$ cat src/design/mams_pkg.sv
`timescale 1ns / 1ps
`default_nettype none

package mams_pkg;

    // Field and register widths
    localparam int unsigned DIFF_W     = 24;
    localparam int unsigned COUNT_W    = 10;
    localparam int unsigned MODE_W     = 7;
    localparam int unsigned MOTION_W   = 13;
    localparam int unsigned MISMATCH_W = 14;
    localparam int unsigned CFG_DATA_W = 14;
    localparam int unsigned CFG_IDX_W  = 3;

    // Quiet counter saturates here
    localparam logic [COUNT_W-1:0] QUIET_MAX = '1;

    // Register reset values
    localparam logic [COUNT_W-1:0]    RST_LOW_MOTION_COUNT   = COUNT_W'(4);
    localparam logic [COUNT_W-1:0]    RST_STATIC_COUNT       = COUNT_W'(100);
    localparam logic [MODE_W-1:0]     RST_STATIC_MODE        = MODE_W'(0);
    localparam logic [MODE_W-1:0]     RST_LOW_MODE           = MODE_W'(1);
    localparam logic [MODE_W-1:0]     RST_HIGH_MODE          = MODE_W'(1);
    localparam logic [MOTION_W-1:0]   RST_MOTION_THRESHOLD   = MOTION_W'(15);
    localparam logic [MISMATCH_W-1:0] RST_MISMATCH_THRESHOLD = MISMATCH_W'(900);

    // Configuration register indexes
    typedef enum logic [CFG_IDX_W-1:0] {
        REG_LOW_MOTION_COUNT   = 3'd0,
        REG_STATIC_COUNT       = 3'd1,
        REG_STATIC_MODE        = 3'd2,
        REG_LOW_MODE           = 3'd3,
        REG_HIGH_MODE          = 3'd4,
        REG_MOTION_THRESHOLD   = 3'd5,
        REG_MISMATCH_THRESHOLD = 3'd6
    } cfg_reg_t;

endpackage

`default_nettype wire

$ cat src/design/motion_adaptive_mode_selector.sv
// Motion-adaptive mode selector.
// Input channel: one request per video field (field_difference, fields_present),
// accepted when in_valid is high and in_stall is low. Output channel: one
// request per input (selected_mode, processed), taken when out_valid is high
// and out_stall is low. Configuration: cfg_we/cfg_index/cfg_data write one
// register per cycle; write only while no request is in flight.
// Path: an accepted request passes through an input register, then the decision
// logic into the result register.
// Throughput: one request per cycle unless stalled; the mode and quiet count
// update in the result stage, so back-to-back fields see each other's state.
// Reset: asynchronous, active low; configuration registers return to their
// default values, no mode is chosen yet and the quiet count is zero. The first
// field after reset starts from the high motion mode.
// Stall: when out_stall holds a waiting result, the input register still takes
// one more request; in_stall rises only once that register is also full.
`timescale 1ns / 1ps
`default_nettype none

module motion_adaptive_mode_selector (
    input  wire logic                                clk,
    input  wire logic                                rst_n,
    // input channel
    input  wire logic                                in_valid,
    output      logic                                in_stall,
    input  wire logic [mams_pkg::DIFF_W-1:0]         field_difference,
    input  wire logic                                fields_present,
    // output channel
    output      logic                                out_valid,
    input  wire logic                                out_stall,
    output      logic [mams_pkg::MODE_W-1:0]         selected_mode,
    output      logic                                processed,
    // configuration port
    input  wire logic                                cfg_we,
    input  wire logic [mams_pkg::CFG_IDX_W-1:0]      cfg_index,
    input  wire logic [mams_pkg::CFG_DATA_W-1:0]     cfg_data
);

    // Configuration registers
    logic [mams_pkg::COUNT_W-1:0]    low_motion_count_reg;
    logic [mams_pkg::COUNT_W-1:0]    static_count_reg;
    logic [mams_pkg::MODE_W-1:0]     static_mode_reg;
    logic [mams_pkg::MODE_W-1:0]     low_mode_reg;
    logic [mams_pkg::MODE_W-1:0]     high_mode_reg;
    logic [mams_pkg::MOTION_W-1:0]   motion_threshold_reg;
    logic [mams_pkg::MISMATCH_W-1:0] mismatch_threshold_reg;

    // Pipeline and state
    logic                            s1_valid_reg;
    logic [mams_pkg::DIFF_W-1:0]     s1_diff_reg;
    logic                            s1_present_reg;
    logic                            out_valid_reg;
    logic [mams_pkg::MODE_W-1:0]     out_mode_reg;
    logic                            out_processed_reg;
    logic [mams_pkg::MODE_W-1:0]     current_mode_reg;
    logic [mams_pkg::MODE_W-1:0]     current_mode_next;
    logic                            mode_chosen_reg;
    logic [mams_pkg::COUNT_W-1:0]    quiet_count_reg;
    logic [mams_pkg::COUNT_W-1:0]    quiet_count_next;

    logic s2_ready;
    logic s2_load;
    logic s1_load;

    // Handshake
    assign s2_ready = !out_valid_reg || !out_stall;
    assign s2_load  = s1_valid_reg && s2_ready;
    assign in_stall = s1_valid_reg && !s2_ready;
    assign s1_load  = in_valid && !in_stall;

    // Configuration writes
    always_ff @(posedge clk or negedge rst_n)
    begin
        if (!rst_n)
        begin
            low_motion_count_reg   <= mams_pkg::RST_LOW_MOTION_COUNT;
            static_count_reg       <= mams_pkg::RST_STATIC_COUNT;
            static_mode_reg        <= mams_pkg::RST_STATIC_MODE;
            low_mode_reg           <= mams_pkg::RST_LOW_MODE;
            high_mode_reg          <= mams_pkg::RST_HIGH_MODE;
            motion_threshold_reg   <= mams_pkg::RST_MOTION_THRESHOLD;
            mismatch_threshold_reg <= mams_pkg::RST_MISMATCH_THRESHOLD;
        end
        else if (cfg_we)
        begin
            unique case (mams_pkg::cfg_reg_t'(cfg_index))
                mams_pkg::REG_LOW_MOTION_COUNT:
                    low_motion_count_reg <= cfg_data[mams_pkg::COUNT_W-1:0];
                mams_pkg::REG_STATIC_COUNT:
                    static_count_reg <= cfg_data[mams_pkg::COUNT_W-1:0];
                mams_pkg::REG_STATIC_MODE:
                    static_mode_reg <= cfg_data[mams_pkg::MODE_W-1:0];
                mams_pkg::REG_LOW_MODE:
                    low_mode_reg <= cfg_data[mams_pkg::MODE_W-1:0];
                mams_pkg::REG_HIGH_MODE:
                    high_mode_reg <= cfg_data[mams_pkg::MODE_W-1:0];
                mams_pkg::REG_MOTION_THRESHOLD:
                    motion_threshold_reg <= cfg_data[mams_pkg::MOTION_W-1:0];
                mams_pkg::REG_MISMATCH_THRESHOLD:
                    mismatch_threshold_reg <= cfg_data[mams_pkg::MISMATCH_W-1:0];
                default:
                    ;
            endcase
        end
    end

    // Input register
    always_ff @(posedge clk or negedge rst_n)
    begin
        if (!rst_n)
        begin
            s1_valid_reg <= 1'b0;
        end
        else if (s1_load)
        begin
            s1_valid_reg <= 1'b1;
        end
        else if (s2_load)
        begin
            s1_valid_reg <= 1'b0;
        end
    end

    always_ff @(posedge clk)
    begin
        if (s1_load)
        begin
            s1_diff_reg    <= field_difference;
            s1_present_reg <= fields_present;
        end
    end

    // Mode decision
    always_comb
    begin
        logic [mams_pkg::MODE_W-1:0]  base_mode;
        logic [mams_pkg::MODE_W-1:0]  quiet_mode;
        logic [mams_pkg::COUNT_W-1:0] quiet_inc;
        logic                         moving;
        logic                         small_mismatch;

        base_mode = mode_chosen_reg ? current_mode_reg : high_mode_reg;
        moving = s1_diff_reg >
                 {{(mams_pkg::DIFF_W-mams_pkg::MOTION_W){1'b0}}, motion_threshold_reg};
        small_mismatch = s1_diff_reg <
                 {{(mams_pkg::DIFF_W-mams_pkg::MISMATCH_W){1'b0}}, mismatch_threshold_reg};
        quiet_inc = (quiet_count_reg != mams_pkg::QUIET_MAX)
                    ? quiet_count_reg + mams_pkg::COUNT_W'(1) : quiet_count_reg;

        // quiet field: high -> low, then low -> static on the updated mode
        quiet_mode = base_mode;
        if (quiet_inc >= low_motion_count_reg && quiet_mode == high_mode_reg)
        begin
            quiet_mode = low_mode_reg;
        end
        if (quiet_inc >= static_count_reg && quiet_mode == low_mode_reg)
        begin
            quiet_mode = static_mode_reg;
        end

        current_mode_next = base_mode;
        quiet_count_next  = quiet_count_reg;
        if (s1_present_reg)
        begin
            if (moving)
            begin
                quiet_count_next = '0;
                if (base_mode == static_mode_reg && small_mismatch)
                begin
                    current_mode_next = low_mode_reg;
                end
                else
                begin
                    current_mode_next = high_mode_reg;
                end
            end
            else
            begin
                quiet_count_next  = quiet_inc;
                current_mode_next = quiet_mode;
            end
        end
    end

    // State and result register
    always_ff @(posedge clk or negedge rst_n)
    begin
        if (!rst_n)
        begin
            current_mode_reg <= '0;
            mode_chosen_reg  <= 1'b0;
            quiet_count_reg  <= '0;
            out_valid_reg    <= 1'b0;
        end
        else
        begin
            if (s2_load)
            begin
                current_mode_reg <= current_mode_next;
                mode_chosen_reg  <= 1'b1;
                quiet_count_reg  <= quiet_count_next;
                out_valid_reg    <= 1'b1;
            end
            else if (!out_stall)
            begin
                out_valid_reg <= 1'b0;
            end
        end
    end

    always_ff @(posedge clk)
    begin
        if (s2_load)
        begin
            out_mode_reg      <= current_mode_next;
            out_processed_reg <= s1_present_reg;
        end
    end

    assign out_valid     = out_valid_reg;
    assign selected_mode = out_mode_reg;
    assign processed     = out_processed_reg;

`ifndef NO_ASSERTIONS
    // any evaluated field leaves a chosen mode behind
    a_mode_chosen: assert property (@(posedge clk) disable iff (!rst_n)
        s2_load |=> mode_chosen_reg)
        else $error("mode not marked chosen after a field");

    // input side stalls only when the input register holds a request
    a_stall_cause: assert property (@(posedge clk) disable iff (!rst_n)
        in_stall |-> (s1_valid_reg && out_valid_reg))
        else $error("input stalled without a waiting request");

    // a field with missing halves keeps mode and count once a mode is chosen
    a_missing_hold: assert property (@(posedge clk) disable iff (!rst_n)
        (s2_load && !s1_present_reg && mode_chosen_reg) |=>
            ($stable(current_mode_reg) && $stable(quiet_count_reg)))
        else $error("state changed on a field with missing halves");

    // the result register reports the mode the state holds
    a_result_match: assert property (@(posedge clk) disable iff (!rst_n)
        s2_load |=> (out_mode_reg == current_mode_reg))
        else $error("reported mode differs from stored mode");
`endif

endmodule

`default_nettype wire

$ cat config.mk
export PLATFORM = sky130hd
export DESIGN_NAME = motion_adaptive_mode_selector
export DESIGN_NICKNAME = d
export VERILOG_FILES = /design/src/design/mams_pkg.sv /design/src/design/motion_adaptive_mode_selector.sv
export SDC_FILE = /design/constraint.sdc
export NUM_CORES = 1
export LEC_CHECK = 0
export ABC_CLOCK_PERIOD_IN_PS = 4600
export BUFFER_PORTS_ARGS = -buffer_cell sky130_fd_sc_hd__clkbuf_2
export CELL_PAD_IN_SITES_DETAIL_PLACEMENT = 0
export CELL_PAD_IN_SITES_GLOBAL_PLACEMENT = 2
export CORE_UTILIZATION = 41
export DETAILED_ROUTE_END_ITERATION = 16
export PLACE_DENSITY_LB_ADDON = 0.1
export SLEW_MARGIN = 20
export SYNTH_ARGS = -nofsm -noshare
export SYNTH_HDL_FRONTEND = slang
export SYNTH_SLANG_ARGS = --single-unit
$ cat constraint.sdc
create_clock -name clk -period 4.6 [get_ports clk]
set_input_delay 0.46 -clock clk [delete_from_list [all_inputs] [get_ports clk]]
set_output_delay 0.46 -clock clk [all_outputs]
set_load 0.005 [all_outputs]
==> summary.md, run 1 <==
| Metric | Value |
|---|---|
| Status | `finished clean` |
| Worst slew pin tran | `1.05 ns` |
| Clock Sinks | `121` |
| Setup CP Type | `reg -> reg` |
| CTS tree | `built` |
| # rows | `46` |
| Antenna-violating nets left | `0` |
| Worst endpoint required time | `4.74 ns` |
| Longest Clk Path Bufs | `2` |
| Metal1 wirelength | `7300 µm` |
| Relative slew slack | `29.2%` |
| Sequential power share | `42.4%` |
| Starting Density | `42.0%` |
| GPL Wtd Cong | `0.822` |
| Fin crit share | `90.3%` |
| Top Layer Used | `met4` |
| Overall Global Routing Usage | `19.5%` |
| Die ar. | `16800 µm²` |
| Syn nets | `675` |
| Core area | `15900 µm²` |
| Max Freq | `241 MHz` |
| RSZ-0062 raised after global routing | `false` |
| Hpwl dp | `11100 µm` |
| FF+latch count, synth | `121` |
| CP endpoint kind | `flip-flop` |
| Via density | `5.16` |
| Final Hold Vio Count | `0` |
| Final setup fails | `0` |
| Startpoint types | `flip-flop` |
| Total power | `3.36 mW` |
| Number of cells produced by synthesis | `581` |
| Sequential share of the synthesized area | `48.1%` |
| Sw frac | `29.5%` |
| Share of synthesized flip-flops with an asynchronous set or reset | `72.7%` |
| Largest net degree at the start of global routing | `47` |
| Drt pass-1 iters | `4` |
| I/O pin total | `57` |
| Clock skew | `0.0110 ns` |
| Int Pwr | `2.37 mW` |
| Die X | `130 µm` |
| Max cap viols | `0` |
| Vias in the first global route | `4402` |
| Largest register FFs | `24` |
| Total CTS buffers | `17` |
| Die height | `130 µm` |
| Fin util | `48.9%` |
| Met2 WL post-DR | `7000 µm` |
| WL final | `14900 µm` |
| Synth-to-Final Area Change | `16.3%` |
| Clock power share | `37.1%` |
| Postcts setup bufs | `0` |
| Layout cells sized above 1 | `29.3%` |
| WL met3 | `464 µm` |
| DRC violations left | `0` |
| Pins over their slew limit | `0` |
| Initial antenna violation count | `0` |
| Combinational Power Share | `20.5%` |
| Mean Syn Cell Area | `11.5 µm²` |
| P_leak | `3.39 nW` |
| Distinct cells, synth | `55` |
| TNS Setup | `0 ns` |
| Synth Flop Type | `dfrtp_1` |
| Iteration-0 DRC Markers | `226` |
| Synth warn | `0` |
| Fin nets | `737` |
| EDFF count, synth | `33` |
| Power Dens Cells | `433 nW/µm²` |
| H-tree lvl count | `4` |
| WP data arrival | `4.29 ns` |
| Critical path peak fanout | `8` |
| Clock Pin Slew Worst Setup and Hold Paths | `0.06 ns` |
| Antenna Cells | `0` |
| Sw power | `992 µW` |
| Peak VDD IR | `290 µV` |
| Grt total ovfl | `0` |
| # port buffers | `56` |
| Worst Hold Class | `in -> async` |
| Latest clock arrival within the worst-skew pair | `0.42 ns` |
| Global-route wire length before repair | `24100 µm` |
| Root Buffer | `clkbuf_16` |
| Vias | `4502` |
| Wirelength per Cell | `17.1 µm` |
| Min cycle time layout | `4.15 ns` |
| Area of the mapped netlist | `6670 µm²` |
-- critical path, stage by stage, from the launching register on --
cell,delay [ns]
dfrtp_1,0.44
ha_1,0.31
and3_1,0.21
nand4_1,0.26
nand4_1,0.25
nor2_1,0.24
xor2_1,0.26
ha_1,0.29
and4_1,0.21
a2111o_1,0.45
o221ai_4,0.33
a221oi_1,0.17
a311oi_2,0.34
o31ai_1,0.10
-- per-layer routing --
metal,up-vias,GRT usage [%]
met5,-,0
met4,0,5.13
met3,7,4.95
met2,77,31.2
met1,2177,26.2
li1,2241,-
-- synth_stat cells, types with 6 or more instances --
cell | count | area (µm²)
nand3_1 | 10 | 50.1
clkbuf_1 | 13 | 48.8
dfrtp_1 | 74 | 1850
a21oi_1 | 23 | 115
inv_1 | 61 | 229
nor2_1 | 15 | 56.3
nand2b_1 | 8 | 50.1
a22o_1 | 6 | 52.6
a211oi_1 | 8 | 60.1
or2_2 | 11 | 68.8
ha_1 | 47 | 588
xnor2_1 | 21 | 184
o21ai_0 | 29 | 145
mux2i_1 | 7 | 70.1
edfxtp_1 | 33 | 991
nor3_1 | 11 | 55.1
nand4_1 | 11 | 68.8
nand2_1 | 39 | 146
o31ai_1 | 10 | 75.1
dfstp_2 | 14 | 368
mux2_2 | 51 | 574
a21boi_0 | 8 | 60.1
-- timing repair --
| item | in CTS | in global routing |
|---|---|---|
| resized for setup | 0 | 1 |
| endpoints found under the setup margin | 0 | 1 |
| hold buffers | 0 | 0 |
-- cells by family (layout without fill, tap and decap cells) --
group,Yosys count,after routing,synth area share [%]
xor gates and xnor gates,26,26,3.41
muxes,62,62,10.9
and+or+nand+nor,125,125,10.1
AOI/OAI and AO/OA,123,123,14.2
DFF,121,121,48.1
adders and majority gates,47,47,8.81
buffers and inverters,77,152,4.48
-- metrics by stage --
step,instances,hold WS [ns],instance area (µm²),setup slack (ns)
floorplan,581,0.164,6670,0.830
global placement,840,0.472,7190,0.456
detailed placement,840,0.494,7190,0.381
CTS,872,0.0681,7740,0.339
global route,872,0.0909,7760,0.157
finish,872,0.0531,7760,0.447
-- power groups by stage --
stage | clock [mW] | sequential [mW] | combinational (mW)
after floorplan | 0 | 1.41 | 0.517
after global placement | 0 | 1.44 | 0.684
after detailed placement | 0 | 1.44 | 0.692
after CTS | 1.28 | 1.42 | 0.697
after global routing | 1.33 | 1.45 | 0.779
final | 1.24 | 1.42 | 0.689
-- final timing paths --
| kind | startpoint | to | slack (ns) | depth (start not counted) |
|---|---|---|---|---|
| worst max-delay path | quiet_count_reg[0]$_DFFE_PN0P_ | selected_mode[1]$_DFFE_PP_ | 0.45 | 13 |
| worst min-delay path | rst_n | quiet_count_reg[7]$_DFFE_PN0P_ | 0.05 | 1 |
| worst max register to register | quiet_count_reg[0]$_DFFE_PN0P_ | selected_mode[1]$_DFFE_PP_ | 0.45 | 13 |
| worst min register to register | s1_valid_reg$_DFFE_PN0P_ | out_valid$_DFFE_PN0P_ | 0.50 | 1 |
| max in group asynchronous | rst_n | static_count_reg[4]$_DFFE_PN0P_ | 3.48 | 2 |
| min in group clk | field_difference[10] | s1_diff_reg[10]$_DFFE_PP_ | 0.21 | 1 |
-- area by class of cell --
cell class | count | area (µm²)
flip-flops and latches | 121 | 3210
fillers | 1481 | 8120
multi-input cells | 383 | 3190
inverters | 61 | 229
well taps | 216 | 270
clock inverters | 14 | 126
clock buffers | 18 | 429
repair buffers | 59 | 305
-- placed cells by master (no fill, tap or decap), types with 15 or more instances in the layout --
cell       count
inv_1         61
edfxtp_1      33
nand2_1       39
clkbuf_16     17
mux2_2        51
clkbuf_2      55
nor2_1        15
xnor2_1       21
ha_1          47
a21oi_1       23
o21ai_0       29
dfrtp_1       74
No activity file was read; power rests on OpenSTA's default activity.
==> run 2, diff against run 1 <==
- BUFFER_PORTS_ARGS: -buffer_cell sky130_fd_sc_hd__clkbuf_2 -> not set
- CORE_UTILIZATION: 41 -> 43
- DONT_BUFFER_PORTS: not set -> 1
==> run 2 against run 1 <==
Compared with the run above:
- cell area down 3.7%
- cell count down 9.5%
- first-iteration DRC count down 0.44%
- largest cell class unchanged
- largest power group unchanged
==> summary.md, run 2 (synthesis gave the netlist of run 1 again) <==
| Metric | Value |
|---|---|
| Fin util | `49.2%` |
| Sw power | `973 µW` |
| Commonest non-fill, non-tap cell in the layout | `dfrtp_1` |
| P_leak | `3.17 nW` |
| Most frequent cells in the layout | `74 x dfrtp_1, 61 x inv_1, 51 x mux2_2` |
| Pins over their slew limit | `0` |
| R2R setup slack | `0.38 ns` |
| Setup CP Type | `reg -> reg` |
| Hpwl dp | `10600 µm` |
| Worst Hold Class | `in -> reg` |
| WL final | `14400 µm` |
| Worst slew pin tran | `1.05 ns` |
| Sequential power share | `42.9%` |
| H-tree lvl count | `4` |
| Starting Density | `43.9%` |
| Relative slew slack | `29.8%` |
| Pre-CTS setup slack | `0.289 ns` |
| I/O pin total | `57` |
| Drt pass-1 iters | `4` |
| Grt total ovfl | `0` |
| Clock Sinks | `121` |
| Largest net degree at the start of global routing | `89` |
| DRC violations left | `0` |
| Final setup fails | `0` |
| Max Freq | `237 MHz` |
| Layout cells sized above 1 | `22.8%` |
| Clock skew | `0.00580 ns` |
| Startpoint types | `flip-flop` |
| Total CTS buffers | `17` |
| Min cycle time layout | `4.22 ns` |
| Sw frac | `29.3%` |
| Status | `finished clean` |
| Die ar. | `16000 µm²` |
| # rows | `45` |
| Vias | `4291` |
| Root Buffer | `clkbuf_16` |
| Peak VDD IR | `346 µV` |
| Global-route wire length before repair | `24100 µm` |
| # port buffers | `0` |
| Power Dens Cells | `444 nW/µm²` |
| Via density | `5.44` |
| Synth-to-Final Area Change | `12.1%` |
| Die X | `127 µm` |
| Clock Pin Slew Worst Setup and Hold Paths | `0.06 ns` |
| Initial antenna violation count | `0` |
| Clock power share | `37.6%` |
| Antenna Cells | `0` |
| Longest Clk Path Bufs | `2` |
| Fin nets | `682` |
| Postcts setup bufs | `0` |
| RSZ-0062 raised after global routing | `false` |
| CTS tree | `built` |
| Wirelength per Cell | `18.3 µm` |
| Fin Hold WS | `0.134 ns` |
| Critical path peak fanout | `8` |
| TNS Setup | `0 ns` |
| Vias in the first global route | `4474` |
| Overall Global Routing Usage | `20.0%` |
| Die height | `127 µm` |
| Antenna-violating nets left | `0` |
| Iteration-0 DRC Markers | `225` |
| Largest register FFs | `24` |
| Int Pwr | `2.35 mW` |
| Final Hold Vio Count | `0` |
| Total power | `3.32 mW` |
| Max cap viols | `0` |
| WP data arrival | `4.37 ns` |
| CP endpoint kind | `flip-flop` |
| Fin crit share | `91.8%` |
| Setup ws final | `0.377 ns` |
| GPL Wtd Cong | `0.788` |
| Combinational Power Share | `19.5%` |
| Latest clock arrival within the worst-skew pair | `0.42 ns` |
| Worst endpoint required time | `4.75 ns` |
| Core area | `15200 µm²` |
## run 2: worst max-delay path, stage by stage (launching register included)
cell and delay (ns):
dfrtp_1 0.47, ha_1 0.33, and3_1 0.25, nand4_1 0.34, nand4_1 0.31, nor2_1 0.10
xor2_1 0.24, ha_1 0.29, and4_1 0.22, a2111o_1 0.44, o221ai_4 0.32, a221oi_1 0.17
a311oi_2 0.35, o31ai_1 0.12
## run 2: power by group through the flow
stage               Sequential, mW  Clock [mW]  Combinational, mW
detailed placement            1.45           0              0.632
global route                  1.45        1.33              0.742
global placement              1.44           0              0.626
finish                        1.43        1.25              0.649
CTS                           1.43        1.28              0.659
floorplan                     1.41           0              0.517
## run 2: per-stage QoR
stage	cells	cell area, µm²
global placement	755	6860
finish	789	7480
detailed placement	755	6860
CTS	789	7460
floorplan	581	6670
global route	789	7480
## run 2: final cells by class
type                       count  area [µm²]
clock buffer                  18         429
sequential                   121        3210
clock inverter                14         125
tap                          188         235
fill                        1411        7720
multi-input combinational    383        3200
timing repair buffer           4        52.6
inverter                      61         229
## run 2: timing repair
action                     4_1_cts  5_1_grt
setup endpoints to repair        0        2
hold endpoints to repair        88        0
hold buffers                     2        0
gates resized for setup          0        1
## run 2: path summary, 6_finish.rpt
path                                                        start                                     end  cells past startpoint
min in group asynchronous                                   rst_n          quiet_count_reg[6]$_DFFE_PN0P_                      2
hold reg to reg            mismatch_threshold_reg[11]$_DFFE_PN0P_  mismatch_threshold_reg[11]$_DFFE_PN0P_                      1
hold / removal                                field_difference[5]                s1_diff_reg[5]$_DFFE_PP_                      0
setup reg to reg                   quiet_count_reg[0]$_DFFE_PN0P_              selected_mode[1]$_DFFE_PP_                     13
setup / recovery                   quiet_count_reg[0]$_DFFE_PN0P_              selected_mode[1]$_DFFE_PP_                     13
max in group asynchronous                                   rst_n     motion_threshold_reg[0]$_DFFE_PN1P_                      2
## run 2: routing by layer
metal | GRT usage (%) | wire, µm | up-vias
met2 | 32.2 | 6840 | 78
met4 | 6.02 | 131 | 0
met5 | 0 | 0 | -
li1 | - | - | 2127
met1 | 26.3 | 6890 | 2079
met3 | 5.40 | 541 | 7
